[config.mk]
export PLATFORM = sky130hd
export DESIGN_NAME = url_percent_decoder
export DESIGN_NICKNAME = d
export VERILOG_FILES = /design/src/sv/upd_pkg.sv /design/src/sv/url_percent_decoder.sv /design/src/sv/upd_decode.sv /design/src/sv/upd_out_queue.sv
export SDC_FILE = /design/constraint.sdc
export NUM_CORES = 1
export LEC_CHECK = 0
export BUFFER_PORTS_ARGS = -buffer_cell sky130_fd_sc_hd__buf_2
export CAP_MARGIN = 15
export CORE_ASPECT_RATIO = 0.6
export CORE_MARGIN = 3
export CORE_UTILIZATION = 50
export CTS_CLUSTER_SIZE = 10
export DETAILED_ROUTE_END_ITERATION = 10
export PLACE_DENSITY = 0.76
export REMOVE_ABC_BUFFERS = 1
export SLEW_MARGIN = 30
export SYNTH_ARGS = -nofsm -noshare
export SYNTH_HDL_FRONTEND = slang
export SYNTH_SLANG_ARGS = --single-unit
[constraint.sdc]
create_clock -name clk_i -period 3.65 [get_ports clk_i]
set_clock_uncertainty 0.1 [all_clocks]
set_input_delay 0.73 -clock clk_i [delete_from_list [all_inputs] [get_ports clk_i]]
set_output_delay 0.73 -clock clk_i [all_outputs]
set_load 0.01 [all_outputs]
[src/sv/upd_pkg.sv]
package upd_pkg;

  localparam logic [7:0] PctChar   = 8'h25;
  localparam logic [7:0] ZeroChar  = 8'h30;
  localparam logic [7:0] NineChar  = 8'h39;
  localparam logic [7:0] LowAChar  = 8'h61;
  localparam logic [7:0] LowFChar  = 8'h66;
  localparam logic [7:0] UpAChar   = 8'h41;
  localparam logic [7:0] DigitTen  = 8'd10;

  // results one input word can cause
  localparam int unsigned MaxPush  = 2;
  localparam int unsigned QDepth   = 4;
  localparam int unsigned QPtrW    = $clog2(QDepth);
  localparam int unsigned QCntW    = $clog2(QDepth + 1);

  typedef struct packed {
    logic [7:0] in_byte;
    logic       in_last;
  } in_word_t;

  typedef struct packed {
    logic [7:0] out_byte;
    logic       out_last;
  } out_word_t;

  // results handed from the decoder to the output queue
  typedef struct packed {
    logic [1:0] num;
    out_word_t  first;
    out_word_t  second;
  } push_t;

  // hex digit value, garbage but deterministic for non-hex bytes
  function automatic logic [7:0] digit_value(input logic [7:0] c);
    logic [7:0] v;
    if (c >= ZeroChar && c <= NineChar) begin
      v = c - ZeroChar;
    end else if (c >= LowAChar && c <= LowFChar) begin
      v = c - LowAChar + DigitTen;
    end else begin
      v = c - UpAChar + DigitTen;
    end
    return v;
  endfunction

endpackage

[src/sv/url_percent_decoder.sv]
// streaming percent-escape decoder
// input channel: in_valid_i / in_ready_o carry one raw byte word with a
// last flag; output channel: out_valid_o / out_ready_i carry decoded words
// a '%' followed by two more bytes of the same string becomes one byte
// built from the two hex digits; other bytes pass through unchanged
// if a string ends right after '%' or after '%' and one byte, the held
// bytes come out literally, the final one flagged last
// an accepted word pushes its result straight into the output queue;
// escape bytes push nothing until the low digit arrives
// throughput: one input word per cycle while the queue has room; the end
// flush of '%' and one byte puts two words into the output queue at once,
// and the output side drains them one word at a time
// the output queue holds four words and takes input while it has room
// for two, so a stalled receiver fills it and then in_ready_o drops
// reset clears the escape phase and empties the queue
module url_percent_decoder (
  input  logic               clk_i,
  input  logic               rst_ni,
  input  logic               in_valid_i,
  output logic               in_ready_o,
  input  upd_pkg::in_word_t  in_word_i,
  output logic               out_valid_o,
  input  logic               out_ready_i,
  output upd_pkg::out_word_t out_word_o
);
  import upd_pkg::*;

  push_t push;
  logic  room;
  logic  accept;

  // accept whenever the queue can absorb the worst-case push
  assign in_ready_o = room;
  assign accept     = in_valid_i & room;

  // escape state machine, results go straight into the queue
  upd_decode u_decode (
    .clk_i    (clk_i),
    .rst_ni   (rst_ni),
    .accept_i (accept),
    .word_i   (in_word_i),
    .push_o   (push)
  );

  // output queue decouples the receiver stall from the input side
  upd_out_queue u_queue (
    .clk_i       (clk_i),
    .rst_ni      (rst_ni),
    .push_i      (push),
    .room_o      (room),
    .out_valid_o (out_valid_o),
    .out_ready_i (out_ready_i),
    .out_word_o  (out_word_o)
  );

endmodule

[src/sv/upd_decode.sv]
module upd_decode (
  input  logic              clk_i,
  input  logic              rst_ni,
  input  logic              accept_i,
  input  upd_pkg::in_word_t word_i,
  output upd_pkg::push_t    push_o
);
  import upd_pkg::*;

  typedef enum logic [1:0] {
    PH_IDLE,
    PH_PCT,
    PH_HIGH
  } phase_e;

  phase_e     phase_q, phase_d;
  logic [7:0] held_q, held_d;
  logic [7:0] hi_val;
  logic [7:0] lo_val;
  logic [7:0] dec_byte;

  // only the low nibble of the high digit survives the modulo 256
  assign hi_val   = digit_value(held_q);
  assign lo_val   = digit_value(word_i.in_byte);
  assign dec_byte = {hi_val[3:0], 4'b0000} + lo_val;

  always_comb begin
    phase_d = phase_q;
    held_d  = held_q;
    push_o  = '0;
    unique case (phase_q)
      PH_PCT: begin
        if (word_i.in_last) begin
          // string ended one byte after the percent: flush both literally
          push_o.num    = 2'd2;
          push_o.first  = '{out_byte: PctChar, out_last: 1'b0};
          push_o.second = '{out_byte: word_i.in_byte, out_last: 1'b1};
          phase_d       = PH_IDLE;
        end else begin
          held_d  = word_i.in_byte;
          phase_d = PH_HIGH;
        end
      end
      PH_HIGH: begin
        push_o.num   = 2'd1;
        push_o.first = '{out_byte: dec_byte, out_last: word_i.in_last};
        phase_d      = PH_IDLE;
      end
      default: begin
        if (word_i.in_byte == PctChar && !word_i.in_last) begin
          phase_d = PH_PCT;
        end else begin
          push_o.num   = 2'd1;
          push_o.first = '{out_byte: word_i.in_byte, out_last: word_i.in_last};
          phase_d      = PH_IDLE;
        end
      end
    endcase
    if (!accept_i) begin
      push_o.num = 2'd0;
      phase_d    = phase_q;
      held_d     = held_q;
    end
  end

  always_ff @(posedge clk_i or negedge rst_ni) begin
    if (!rst_ni) begin
      phase_q <= PH_IDLE;
      held_q  <= '0;
    end else begin
      phase_q <= phase_d;
      held_q  <= held_d;
    end
  end

endmodule

[src/sv/upd_out_queue.sv]
module upd_out_queue (
  input  logic               clk_i,
  input  logic               rst_ni,
  input  upd_pkg::push_t     push_i,
  output logic               room_o,
  output logic               out_valid_o,
  input  logic               out_ready_i,
  output upd_pkg::out_word_t out_word_o
);
  import upd_pkg::*;

  out_word_t          mem_q [QDepth];
  logic [QPtrW-1:0]   wr_ptr_q, rd_ptr_q;
  logic [QCntW-1:0]   cnt_q, cnt_d;
  logic               pop;

  // room for a full two-word push
  assign room_o      = cnt_q <= QCntW'(QDepth - MaxPush);
  assign out_valid_o = cnt_q != '0;
  assign out_word_o  = mem_q[rd_ptr_q];
  assign pop         = out_valid_o & out_ready_i;
  assign cnt_d       = cnt_q + QCntW'(push_i.num) - QCntW'(pop);

  always_ff @(posedge clk_i) begin
    if (push_i.num != 2'd0) begin
      mem_q[wr_ptr_q] <= push_i.first;
    end
    if (push_i.num == 2'd2) begin
      mem_q[wr_ptr_q + QPtrW'(1)] <= push_i.second;
    end
  end

  always_ff @(posedge clk_i or negedge rst_ni) begin
    if (!rst_ni) begin
      wr_ptr_q <= '0;
      rd_ptr_q <= '0;
      cnt_q    <= '0;
    end else begin
      wr_ptr_q <= wr_ptr_q + QPtrW'(push_i.num);
      rd_ptr_q <= rd_ptr_q + QPtrW'(pop);
      cnt_q    <= cnt_d;
    end
  end

endmodule

==> flow_metrics.tcl, run 1 <==
set metrics [dict create \
    drc 0 \
    rr_worst_depth 12 \
    pin_count 24 \
    max_freq_mhz 288.3 \
    fill_cells 483 \
    rsz0062_at_grt "no" \
    dr.pass1.iters 5 \
    required_ns 3.72 \
    dieArea_mm2 0.007426 \
    crit_chain "buf_2 -> inv_1 -> ha_2 -> nor2_1 -> and3_2 -> nor4_4 -> buf_4 -> a32oi_1 -> xnor2_1 -> ha_1 -> a21oi_2 -> xor2_1 -> xnor2_1 -> or4_4 -> nand3_1" \
    coreArea_mm2 0.005886 \
    mappedNetlistArea_mm2 0.003199 \
    instances_no_fill 407 \
    initial_utilization_pct 54.36 \
    ctsHoldBuffers 0 \
    fin_crit_sh_pct 95.04 \
    postRouteAntennaNets 0 \
    slowest_stage "or4_4" \
    design_area_mm2 0.003640 \
    synth_enable_flop_cells 36 \
    ys_seq_elements 53 \
    final_util_pct 61.84 \
    ctsRootBufferMaster "clkbuf_8" \
    ir_drop_v 0.0004543 \
    dp.cells 399 \
    synth_ff_type "edfxtp_1" \
    relSlewSlack_pct 58.80 \
    maxCapViolCount 0 \
    power_density_mw_per_mm2 494.6 \
    dp_hpwl_um 5733 \
    cts_tree "done" \
    gp_congestion 0.9874 \
    cts_buffer_depth 2 \
    htree_levels 2 \
    placed_area_mm2 0.003510 \
    grt_antenna_before_repair 0 \
    grt_max_degree 18 \
    async_flop_share_pct 32.08 \
    drt_wl_total_um 7297 \
    io_buffers 23 \
    die_w_um 109.3 \
    multi_input_area_mm2 0.001582 \
    final.setup.tns_ns 0 \
    synthCells 285 \
    dieHeight_um 67.96 \
    clkSlewWorstSetupHoldPaths_ns 0.10 \
    drt_iter0_markers 227 \
    grt_pass1_wl_um 12050 \
    slew_viol_final 0 \
    antenna_cells 0 \
    cts.sinks 53 \
    endpoint_kind "flop" \
    layout_common_cells "edfxtp_1 (36), o21ai_0 (35), nand2_1 (30)" \
    synth_top_area_share_pct 33.79 \
    hold_violations 0 \
    total_power_mw 1.800 \
    run_status "complete, no violations" \
    regArea_mm2 0.001506 \
    dr_total_vias 2367 \
    crit_type "in2reg" \
    fin_ws_ns 0.1811 \
    rows 21 \
    wl_per_cell_um 17.93 \
    grt_pass1_vias 2353 \
    worstSkewPairLatency_ns 0.31 \
    fin_crit_ns 3.469 \
    synth_area_leaders "edfxtp_1 (34%), dfrtp_1 (13%), ha_1 (8.2%), mux4_2 (6.3%), o21ai_0 (5.6%)" \
    routed_via_density 5.816 \
    critPathLaunchType "primary input" \
    final_common_cell "edfxtp_1" \
    synth_area_per_cell_um2 11.23 \
    yosysTopAreaCell "edfxtp_1" \
    place_ws_ns -0.2837 \
    crit_path_max_fanout 4 \
    hold_class "in2async" \
    hold_slack_ns 0.2322 \
    p_leak_nw 1.442 \
    cpMostUsedCell "xnor2_1" \
    cp.arrival_ns 3.54 \
    nets 362 \
    grt_overflow 0 \
    yosysSeqAreaShare_pct 47.09 \
    max_stage_delay_ns 0.46 \
    drive_gt1_share_pct 25.08 \
    synth_warnings 0 \
    setup_viol 0 \
    synthToLayoutAreaGrowth_pct 13.77 \
    ys_types 52 \
    cts_buffers 5 \
    gr-usage-all-layers_pct 21.56 \
    worstMarginPinSlew_ns 0.6179 \
]
==> cells in the mapped netlist (all sizes together) (2+ instances only) <==
| library cell | instances |
|---|---|
| xnor2 | 9 |
| a31oi | 5 |
| mux2 | 3 |
| edfxtp | 36 |
| a21oi | 16 |
| nor2b | 4 |
| or2 | 2 |
| dfrtp | 17 |
| nand3 | 7 |
| nand2 | 30 |
| a22oi | 8 |
| or3 | 3 |
| o21ai | 37 |
| nand4 | 2 |
| o21bai | 3 |
| ha | 21 |
| xor2 | 5 |
| nor2 | 11 |
| mux4 | 9 |
| a221oi | 2 |
| nand2b | 3 |
| clkbuf | 8 |
| a211oi | 2 |
| inv | 16 |
| nor3 | 2 |
| and2 | 4 |
| and3 | 3 |
| buf | 2 |
| fa | 2 |
==> layout make-up <==
type / instances / area share [%]
timing repair buffer: 45 / 7.700
tap: 80 / 2.750
sequential: 53 / 41.39
clock inverter: 2 / 1.066
clock buffer: 6 / 1.994
inverter: 16 / 1.650
multi-input combinational: 205 / 43.45
==> registers in the layout, summed over array words and instances (netlist names) <==
name,cells
u_decode.held_q,8
u_decode.phase_q,2
u_queue.cnt_q,3
u_queue.mem_q,36
u_queue.rd_ptr_q,2
u_queue.wr_ptr_q,2
==> report_power, final <==
part           total (mW)  leakage [nW]  internal, mW  switching [mW]
registers           0.852         0.547         0.743           0.109
logic               0.547         0.839         0.282           0.265
clock network       0.401        0.0554         0.206           0.195
==> cell families (layout without fill, tap and decap cells) <==
group	Yosys count	in the layout	synth area share, %
AOI/OAI and AO/OA	80	80	15.92
xor gates and xnor gates	14	14	3.833
adders and majority gates	23	23	9.464
buffers and inverters	27	69	4.067
DFF	53	53	47.09
muxes	12	12	7.391
and+or+nand+nor	76	76	12.24
==> routing by layer <==
metal	vias up	track usage (%)	part of all wire (%)
met5	-	0	0
met4	0	4.199	0.29
met3	4	4.147	7.8
met2	98	32.80	43
met1	1135	32.46	49
li1	1130	-	-
==> worst paths after layout <==
path / startpoint / to / slack [ns]
setup / recovery: in_word_i[2] / u_queue.mem_q[0][8]$_DFFE_PP_ / 0.18
hold / removal: rst_ni / u_decode.held_q[0]$_DFFE_PN0P_ / 0.23
setup reg to reg: u_decode.held_q[1]$_DFFE_PN0P_ / u_queue.mem_q[0][8]$_DFFE_PP_ / 0.22
hold reg to reg: u_decode.held_q[4]$_DFFE_PN0P_ / u_decode.held_q[4]$_DFFE_PN0P_ / 0.40
max in group asynchronous: rst_ni / u_decode.held_q[5]$_DFFE_PN0P_ / 2.94
min in group clk_i: u_decode.held_q[4]$_DFFE_PN0P_ / u_decode.held_q[4]$_DFFE_PN0P_ / 0.40
==> worst max-delay path: cells and delay by family <==
family	cells	cell delay, ns
and+or+nand+nor	5	1.17
AOI/OAI and AO/OA	2	0.25
xor gates and xnor gates	3	0.51
adders and majority gates	2	0.50
buffers and inverters	3	0.38
==> timing repair <==
item / in CTS / in global routing
endpoints found under the setup margin: 0 / 4
buffers inserted: 0 / 0
resized for setup: 0 / 6
Note: power is estimated with default switching activity, not from simulation.
==> inputs of run 2 (changes only) <==
==> constraint.sdc (replaced) <==
create_clock -name clk_i -period 3.8 [get_ports clk_i]
set_clock_uncertainty 0.1 [all_clocks]
set_input_delay 0.76 -clock clk_i [delete_from_list [all_inputs] [get_ports clk_i]]
set_output_delay 0.76 -clock clk_i [all_outputs]
set_load 0.01 [all_outputs]
==> run 2 against run 1 <==
  * Critical path depth decreased by 1
  * Core utilization decreased by 0.53 points
  * Register-to-register slack improved by 0.08 ns
  * Design area decreased by 0.86%
  * Via count increased by 1.4%
  * Final cell count decreased by 0.25%
  * Global-route usage increased by 0.59 points
  * Die area unchanged
  * Total power decreased by 8.0%
  * Largest cell class unchanged
  * Largest power group unchanged
  * Critical path type unchanged
==> flow_metrics.tcl, run 2 (synthesis results as in run 1) <==
set metrics [dict create \
    run_status "complete, no violations" \
    fin_crit_sh_pct 92.32 \
    worstMarginPinSlew_ns 0.6332 \
    fill_cells 484 \
    top_register "u_queue.mem_q" \
    coreArea_mm2 0.005886 \
    routed_via_density 5.914 \
    sw_frac_of_total_pct 33.02 \
    dr_total_vias 2401 \
    final.setup.tns_ns 0 \
    drive_gt1_share_pct 23.01 \
    crit_chain "buf_2 -> ha_1 -> a211oi_4 -> a22oi_2 -> nor4_4 -> o21ai_0 -> a32oi_1 -> xnor2_1 -> ha_1 -> a21oi_1 -> xor2_1 -> xnor2_1 -> or4_4 -> nand3_1" \
    ir_drop_v 0.0003670 \
    power_frac_seq_pct 49.6 \
    crit_end "u_queue.mem_q[1][8]$_DFFE_PP_" \
    layout_common_cells "o21ai_0 (36), edfxtp_1 (36), nand2_1 (30)" \
    cts.sinks 53 \
    cts.repair.resized 0 \
    cts_buffers 5 \
    largest_reg_flops 36 \
    relSlewSlack_pct 57.79 \
    gr-usage-all-layers_pct 22.15 \
    grt_overflow 0 \
    clkSlewWorstSetupHoldPaths_ns 0.10 \
    postRouteAntennaNets 0 \
    hold_violations 0 \
    max_freq_mhz 285.1 \
    power_density_mw_per_mm2 459.1 \
    dieArea_mm2 0.007426 \
    top_regs "u_queue.mem_q (36), u_decode.held_q (8), u_queue.cnt_q (3)" \
    htree_levels 2 \
    design_area_mm2 0.003608 \
    placed_area_mm2 0.003515 \
    rrSetupSlack_ns 0.30 \
    antenna_cells 0 \
    dp_hpwl_um 5826 \
    cp.arrival_ns 3.59 \
    grt_max_degree 18 \
    internal_power_mw 1.110 \
    critPathLaunchType "primary input" \
    grt_antenna_before_repair 0 \
    initial_utilization_pct 54.36 \
    cts_tree "done" \
    grt_pass1_vias 2336 \
    setup_viol 0 \
    drc 0 \
    nets 361 \
    reg2reg_to "u_queue.mem_q[1][8]$_DFFE_PP_" \
    synthToLayoutAreaGrowth_pct 12.79 \
    crit_type "in2reg" \
    pin_count 24 \
    rows 21 \
    endpoint_kind "flop" \
    rsz0062_at_grt "no" \
    rr_worst_depth 12 \
    io_buffers 23 \
    hold_class "in2async" \
    p_leak_nw 1.422 \
    crit_path_max_fanout 4 \
    power_switching_mw 0.5471 \
    slew_viol_final 0 \
    combPwrFrac_pct 31.9 \
    wl_per_cell_um 18.18 \
    die_w_um 109.3 \
    grt_pass1_wl_um 12320 \
    worstSkewPairLatency_ns 0.31 \
    ctsRootBufferMaster "clkbuf_8" \
    slowest_stage "or4_4" \
    max_stage_delay_ns 0.45 \
    fin_crit_ns 3.508 \
    drt_iter0_markers 243 \
    crit_start "in_word_i[5]" \
    r2r-start "u_decode.held_q[0]$_DFFE_PN0P_" \
    dr.pass1.iters 5 \
    cts_buffer_depth 2 \
    cts_setup_buffers 0 \
    drt_wl_total_um 7381 \
    gp_congestion 1.069 \
    ctsHoldBuffers 0 \
    maxCapViolCount 0 \
    dieHeight_um 67.96 \
    clkPwrFrac_pct 18.5 \
    required_ns 3.88 \
]
-- run 2: worst max-delay path: cells and delay by family --
kind | cells | cell delay (ns)
buffers and inverters | 1 | 0.11
AOI/OAI and AO/OA | 5 | 0.87
adders and majority gates | 2 | 0.52
xor gates and xnor gates | 3 | 0.46
and+or+nand+nor | 3 | 0.87
-- run 2: per-stage QoR --
stage / hold WS, ns / utilization, % / setup WS [ns] / cells / power [mW]
after floorplan: 0.3497 / - / 0.1522 / 274 / 1.153
after global placement: 0.3720 / 59.72 / 0.05179 / 398 / 1.348
after detailed placement: 0.3975 / 59.72 / 0.005861 / 398 / 1.367
after CTS: 0.2677 / 61.10 / 0.1841 / 406 / 1.663
after global routing: 0.2759 / 61.31 / 0.1070 / 406 / 1.761
final: 0.2529 / 61.31 / 0.2920 / 406 / 1.657
-- run 2: area by class of cell --
cell class | count | area (µm²) | share of cell area (%)
Clock buffer | 5 | 68.82 | 1.907
Clock inverter | 3 | 12.51 | 0.3467
Inverter | 16 | 60.06 | 1.664
Multi-Input combinational cell | 205 | 1575 | 43.65
Sequential cell | 53 | 1506 | 41.75
Tap cell | 80 | 100.1 | 2.774
Timing Repair Buffer | 44 | 285.3 | 7.906
-- run 2: power groups by stage --
| stage | logic [mW] | clock network (mW) | registers [mW] |
|---|---|---|---|
| 2_1_floorplan | 0.352 | 0 | 0.801 |
| 3_3_place_gp | 0.517 | 0 | 0.831 |
| 3_5_place_dp | 0.531 | 0 | 0.836 |
| 4_1_cts | 0.536 | 0.305 | 0.823 |
| 5_1_grt | 0.596 | 0.324 | 0.841 |
| 6_report | 0.529 | 0.306 | 0.822 |
-- run 2: layer usage --
layer  GRT usage [%]  part of all wire [%]  vias up
met5               0                     0        -
met1           33.74                    48     1144
li1                -                     -     1130
met3           7.257                   9.8       10
met4           4.510                  0.75        0
met2           30.73                    41      117
-- run 2: how the worst min path moves through the flow --
stage / cells after the start / endpoint / slack, ns / startpoint
2_1_floorplan: 2 / u_decode.held_q[4]$_DFFE_PN0P_ / 0.35 / u_decode.held_q[4]$_DFFE_PN0P_
5_1_grt: 1 / u_queue.cnt_q[0]$_DFF_PN0_ / 0.28 / rst_ni
3_3_place_gp: 2 / u_decode.held_q[5]$_DFFE_PN0P_ / 0.37 / u_decode.held_q[5]$_DFFE_PN0P_
6_report: 1 / u_queue.cnt_q[0]$_DFF_PN0_ / 0.25 / rst_ni
3_5_place_dp: 1 / u_queue.cnt_q[2]$_DFF_PN0_ / 0.40 / u_queue.cnt_q[2]$_DFF_PN0_
4_1_cts: 1 / u_queue.cnt_q[2]$_DFF_PN0_ / 0.27 / rst_ni
==> inputs of run 3 (changes only) <==
--- a/config.mk
+++ b/config.mk
@@ -5,11 +5,13 @@
 export SDC_FILE = /design/constraint.sdc
 export NUM_CORES = 1
 export LEC_CHECK = 0
+export ABC_AREA = 1
 export BUFFER_PORTS_ARGS = -buffer_cell sky130_fd_sc_hd__buf_2
 export CAP_MARGIN = 15
 export CORE_ASPECT_RATIO = 0.6
 export CORE_MARGIN = 3
 export CORE_UTILIZATION = 50
+export CTS_CLUSTER_DIAMETER = 120
 export CTS_CLUSTER_SIZE = 10
 export DETAILED_ROUTE_END_ITERATION = 10
 export PLACE_DENSITY = 0.76
==> constraint.sdc (replaced) <==
create_clock -name clk_i -period 3.8 [get_ports clk_i]
set_clock_uncertainty 0.1 [all_clocks]
set_input_delay 0.38 -clock clk_i [delete_from_list [all_inputs] [get_ports clk_i]]
set_output_delay 0.38 -clock clk_i [all_outputs]
set_load 0.01 [all_outputs]
==> run 3 against run 2 <==
  * Sequential share of layout area fell by 2.0 points
  * First-iteration DRC count rose by 12%
  * Register-to-register slack improved by 0.53 ns
  * Non-clock buffer count fell by 17
  * Via count rose by 21%
  * Die area rose by 8.0%
  * Total power rose by 70%
  * Global-route usage fell by 0.55 points
  * Critical endpoint unchanged
==> flow_metrics.tcl, run 3 <==
set metrics [dict create \
    run_status "complete, no violations" \
    dr_total_vias 2910 \
    drt_iter0_markers 272 \
    htree_levels 2 \
    top_regs "u_queue.mem_q (36), u_decode.held_q (8), u_queue.cnt_q (3)" \
    dp_hpwl_um 6295 \
    cpMostUsedCell "nand3_1" \
    antenna_cells 0 \
    synth_ff_type "edfxtp_1" \
    rsz0062_at_grt "no" \
    clkSlewWorstSetupHoldPaths_ns 0.07 \
    grt_pass1_wl_um 13760 \
    p_leak_nw 1.739 \
    routed_via_density 5.673 \
    maxCapViolCount 0 \
    fin_ws_ns 0.6284 \
    crit_family "simple AND/OR/NAND/NOR gates" \
    die_w_um 113.6 \
    grt_pass1_vias 2763 \
    synthToLayoutAreaGrowth_pct 8.963 \
    synth_area_per_cell_um2 8.540 \
    layout_common_cells "nand2_1 (71), nor2_1 (46), inv_1 (44)" \
    required_ns 3.73 \
    crit_end "u_queue.mem_q[1][8]$_DFFE_PP_" \
    top_register "u_queue.mem_q" \
    ys_seq_elements 53 \
    hold_violations 0 \
    pin_count 24 \
    cp.buffers_inverters 2 \
    relSlewSlack_pct 56.88 \
    gr-usage-all-layers_pct 21.60 \
    fin_crit_sh_pct 83.46 \
    crit_type "in2reg" \
    worstHoldStart "in_valid_i" \
    cts.sinks 53 \
    final_util_pct 59.05 \
    synth_enable_flop_cells 36 \
    r2r-start "u_decode.held_q[0]$_DFFE_PN0P_" \
    rr_worst_depth 15 \
    setup_viol 0 \
    total_power_mw 2.810 \
    wl_per_cell_um 16.31 \
    synthCells 407 \
    synth_warnings 0 \
    dr.pass1.iters 4 \
    io_buffers 23 \
    drc 0 \
    reg2reg_to "u_queue.mem_q[1][8]$_DFFE_PP_" \
    crit_chain "buf_2 -> inv_1 -> ha_1 -> o211ai_1 -> nand2_1 -> nand3_2 -> o21ai_0 -> nand2_1 -> o21ai_0 -> xor2_1 -> ha_1 -> nand3_1 -> nand3_1 -> nand2_1 -> nand2_1 -> xnor2_1 -> nand3_1 -> nand3_1 -> nand3_1" \
    ir_drop_v 0.0004826 \
    cts_buffer_depth 2 \
    ctsRootBufferMaster "clkbuf_16" \
    fin_crit_ns 3.172 \
    cts_buffers 5 \
    max_stage_delay_ns 0.32 \
    initial_utilization_pct 54.19 \
    nets 464 \
    gp_congestion 0.9926 \
    drive_gt1_share_pct 12.59 \
    power_density_mw_per_mm2 742.1 \
    synth_top_area_share_pct 31.10 \
    cp.arrival_ns 3.10 \
    drt_wl_total_um 8366 \
    hold_slack_ns 0.3117 \
    final.setup.tns_ns 0 \
    postRouteAntennaNets 0 \
    yosysSeqAreaShare_pct 43.34 \
    max_freq_mhz 315.3 \
    crit_path_max_fanout 14 \
    worstMarginPinSlew_ns 0.6467 \
    place_ws_ns 0.4323 \
    final_common_cell "nand2_1" \
    grt_max_degree 20 \
    dieArea_mm2 0.008021 \
    mappedNetlistArea_mm2 0.003476 \
    hold_class "in2reg" \
    ys_types 37 \
    synth_most_common_cell "nand2_1" \
    coreArea_mm2 0.006414 \
    worstSkewPairLatency_ns 0.29 \
    endpoint_kind "flop" \
    crit_start "in_word_i[1]" \
    synth_area_leaders "edfxtp_1 (31%), dfrtp_1 (12%), nand2_1 (7.7%), ha_1 (7.6%), o21ai_0 (5.5%)" \
    dieHeight_um 70.59 \
    grt_overflow 0 \
    path_depth 19 \
    largest_reg_flops 36 \
    slowest_stage "ha_1" \
    rrSetupSlack_ns 0.83 \
    rows 22 \
    grt_antenna_before_repair 0 \
    fill_cells 561 \
    slew_viol_final 0 \
    critPathLaunchType "primary input" \
    cts_tree "done" \
    synth_common_cells "nand2_1 (71), nor2_1 (46), inv_1 (44)" \
    async_flop_share_pct 32.08 \
    yosysTopAreaCell "edfxtp_1" \
]
==> run 3: changes by cell type in the layout (fill, tap and decap cells not counted), moves of 9 or more <==
cell	delta
nor2_1	+35
buf_4	-17
nand3_1	+18
o22ai_1	+11
nand4_1	+10
mux4_2	-9
nand2_1	+41
inv_1	+28
o21a_1	+13
==> run 3: worst min path at each step <==
| stage | endpoint | depth (start not counted) |
|---|---|---|
| 2_1_floorplan | u_decode.held_q[0]$_DFFE_PN0P_ | 0 |
| 3_3_place_gp | u_queue.cnt_q[2]$_DFF_PN0_ | 1 |
| 3_5_place_dp | u_queue.cnt_q[0]$_DFF_PN0_ | 1 |
| 4_1_cts | u_decode.phase_q[0]$_DFFE_PN0P_ | 3 |
| 6_report | u_decode.phase_q[0]$_DFFE_PN0P_ | 3 |
| 5_1_grt | u_decode.phase_q[0]$_DFFE_PN0P_ | 3 |
==> run 3: stage by stage <==
| step | instance area, µm² | cells |
|---|---|---|
| 6_report | 3787 | 513 |
| 5_1_grt | 3787 | 513 |
| 4_1_cts | 3787 | 513 |
| 3_5_place_dp | 3633 | 504 |
| 3_3_place_gp | 3630 | 504 |
| 2_1_floorplan | 3387 | 394 |
==> run 3: worst reg2reg max path, cell delays in order, from the launching register on <==
cell     delay, ns
dfrtp_1       0.46
inv_1         0.12
ha_1          0.15
nor2_1        0.04
o21ai_0       0.13
nand2_1       0.14
o21ai_0       0.41
ha_1          0.31
nand3_1       0.09
nand3_1       0.09
nand2_1       0.06
nand2_1       0.06
xnor2_1       0.22
nand3_1       0.11
nand3_1       0.13
nand3_1       0.10
==> run 3: kinds of logic after synthesis <==
family	count (synthesis)	share of synthesized area, %
compound gates	90	15.08
xor+xnor	12	3.024
fa+ha+maj	23	8.711
buf+inv	62	7.883
flops	53	43.34
simple gates	167	21.96
==> run 3: cell type report <==
class | count | area [µm²] | share of cell area (%)
inverters | 49 | 185.2 | 4.889
repair buffers | 27 | 147.6 | 3.898
flip-flops and latches | 53 | 1506 | 39.78
clock buffers | 6 | 128.9 | 3.403
clock inverters | 2 | 15.01 | 0.3964
well taps | 84 | 105.1 | 2.775
multi-input cells | 292 | 1699 | 44.86
==> run 3: where the power goes <==
part | leakage, nW | internal, mW | switching, mW
Combinational | 1.14 | 0.497 | 0.890
Sequential | 0.538 | 0.854 | 0.118
Clock | 0.0631 | 0.245 | 0.206
Total | 1.74 | 1.60 | 1.21
==> run 3: metal layers <==
layer	up-vias	global-route usage (%)	share of wire (%)
met4	0	3.733	0.66
met3	8	5.897	9.3
li1	1423	-	-
met2	110	31.96	41
met5	-	0	0
met1	1369	32.22	49
==> run 3: repair_timing <==
item,in CTS,in global routing
buffers inserted,0,0
endpoints found under the hold margin,17,0
resized for setup,0,0
hold buffers,1,0
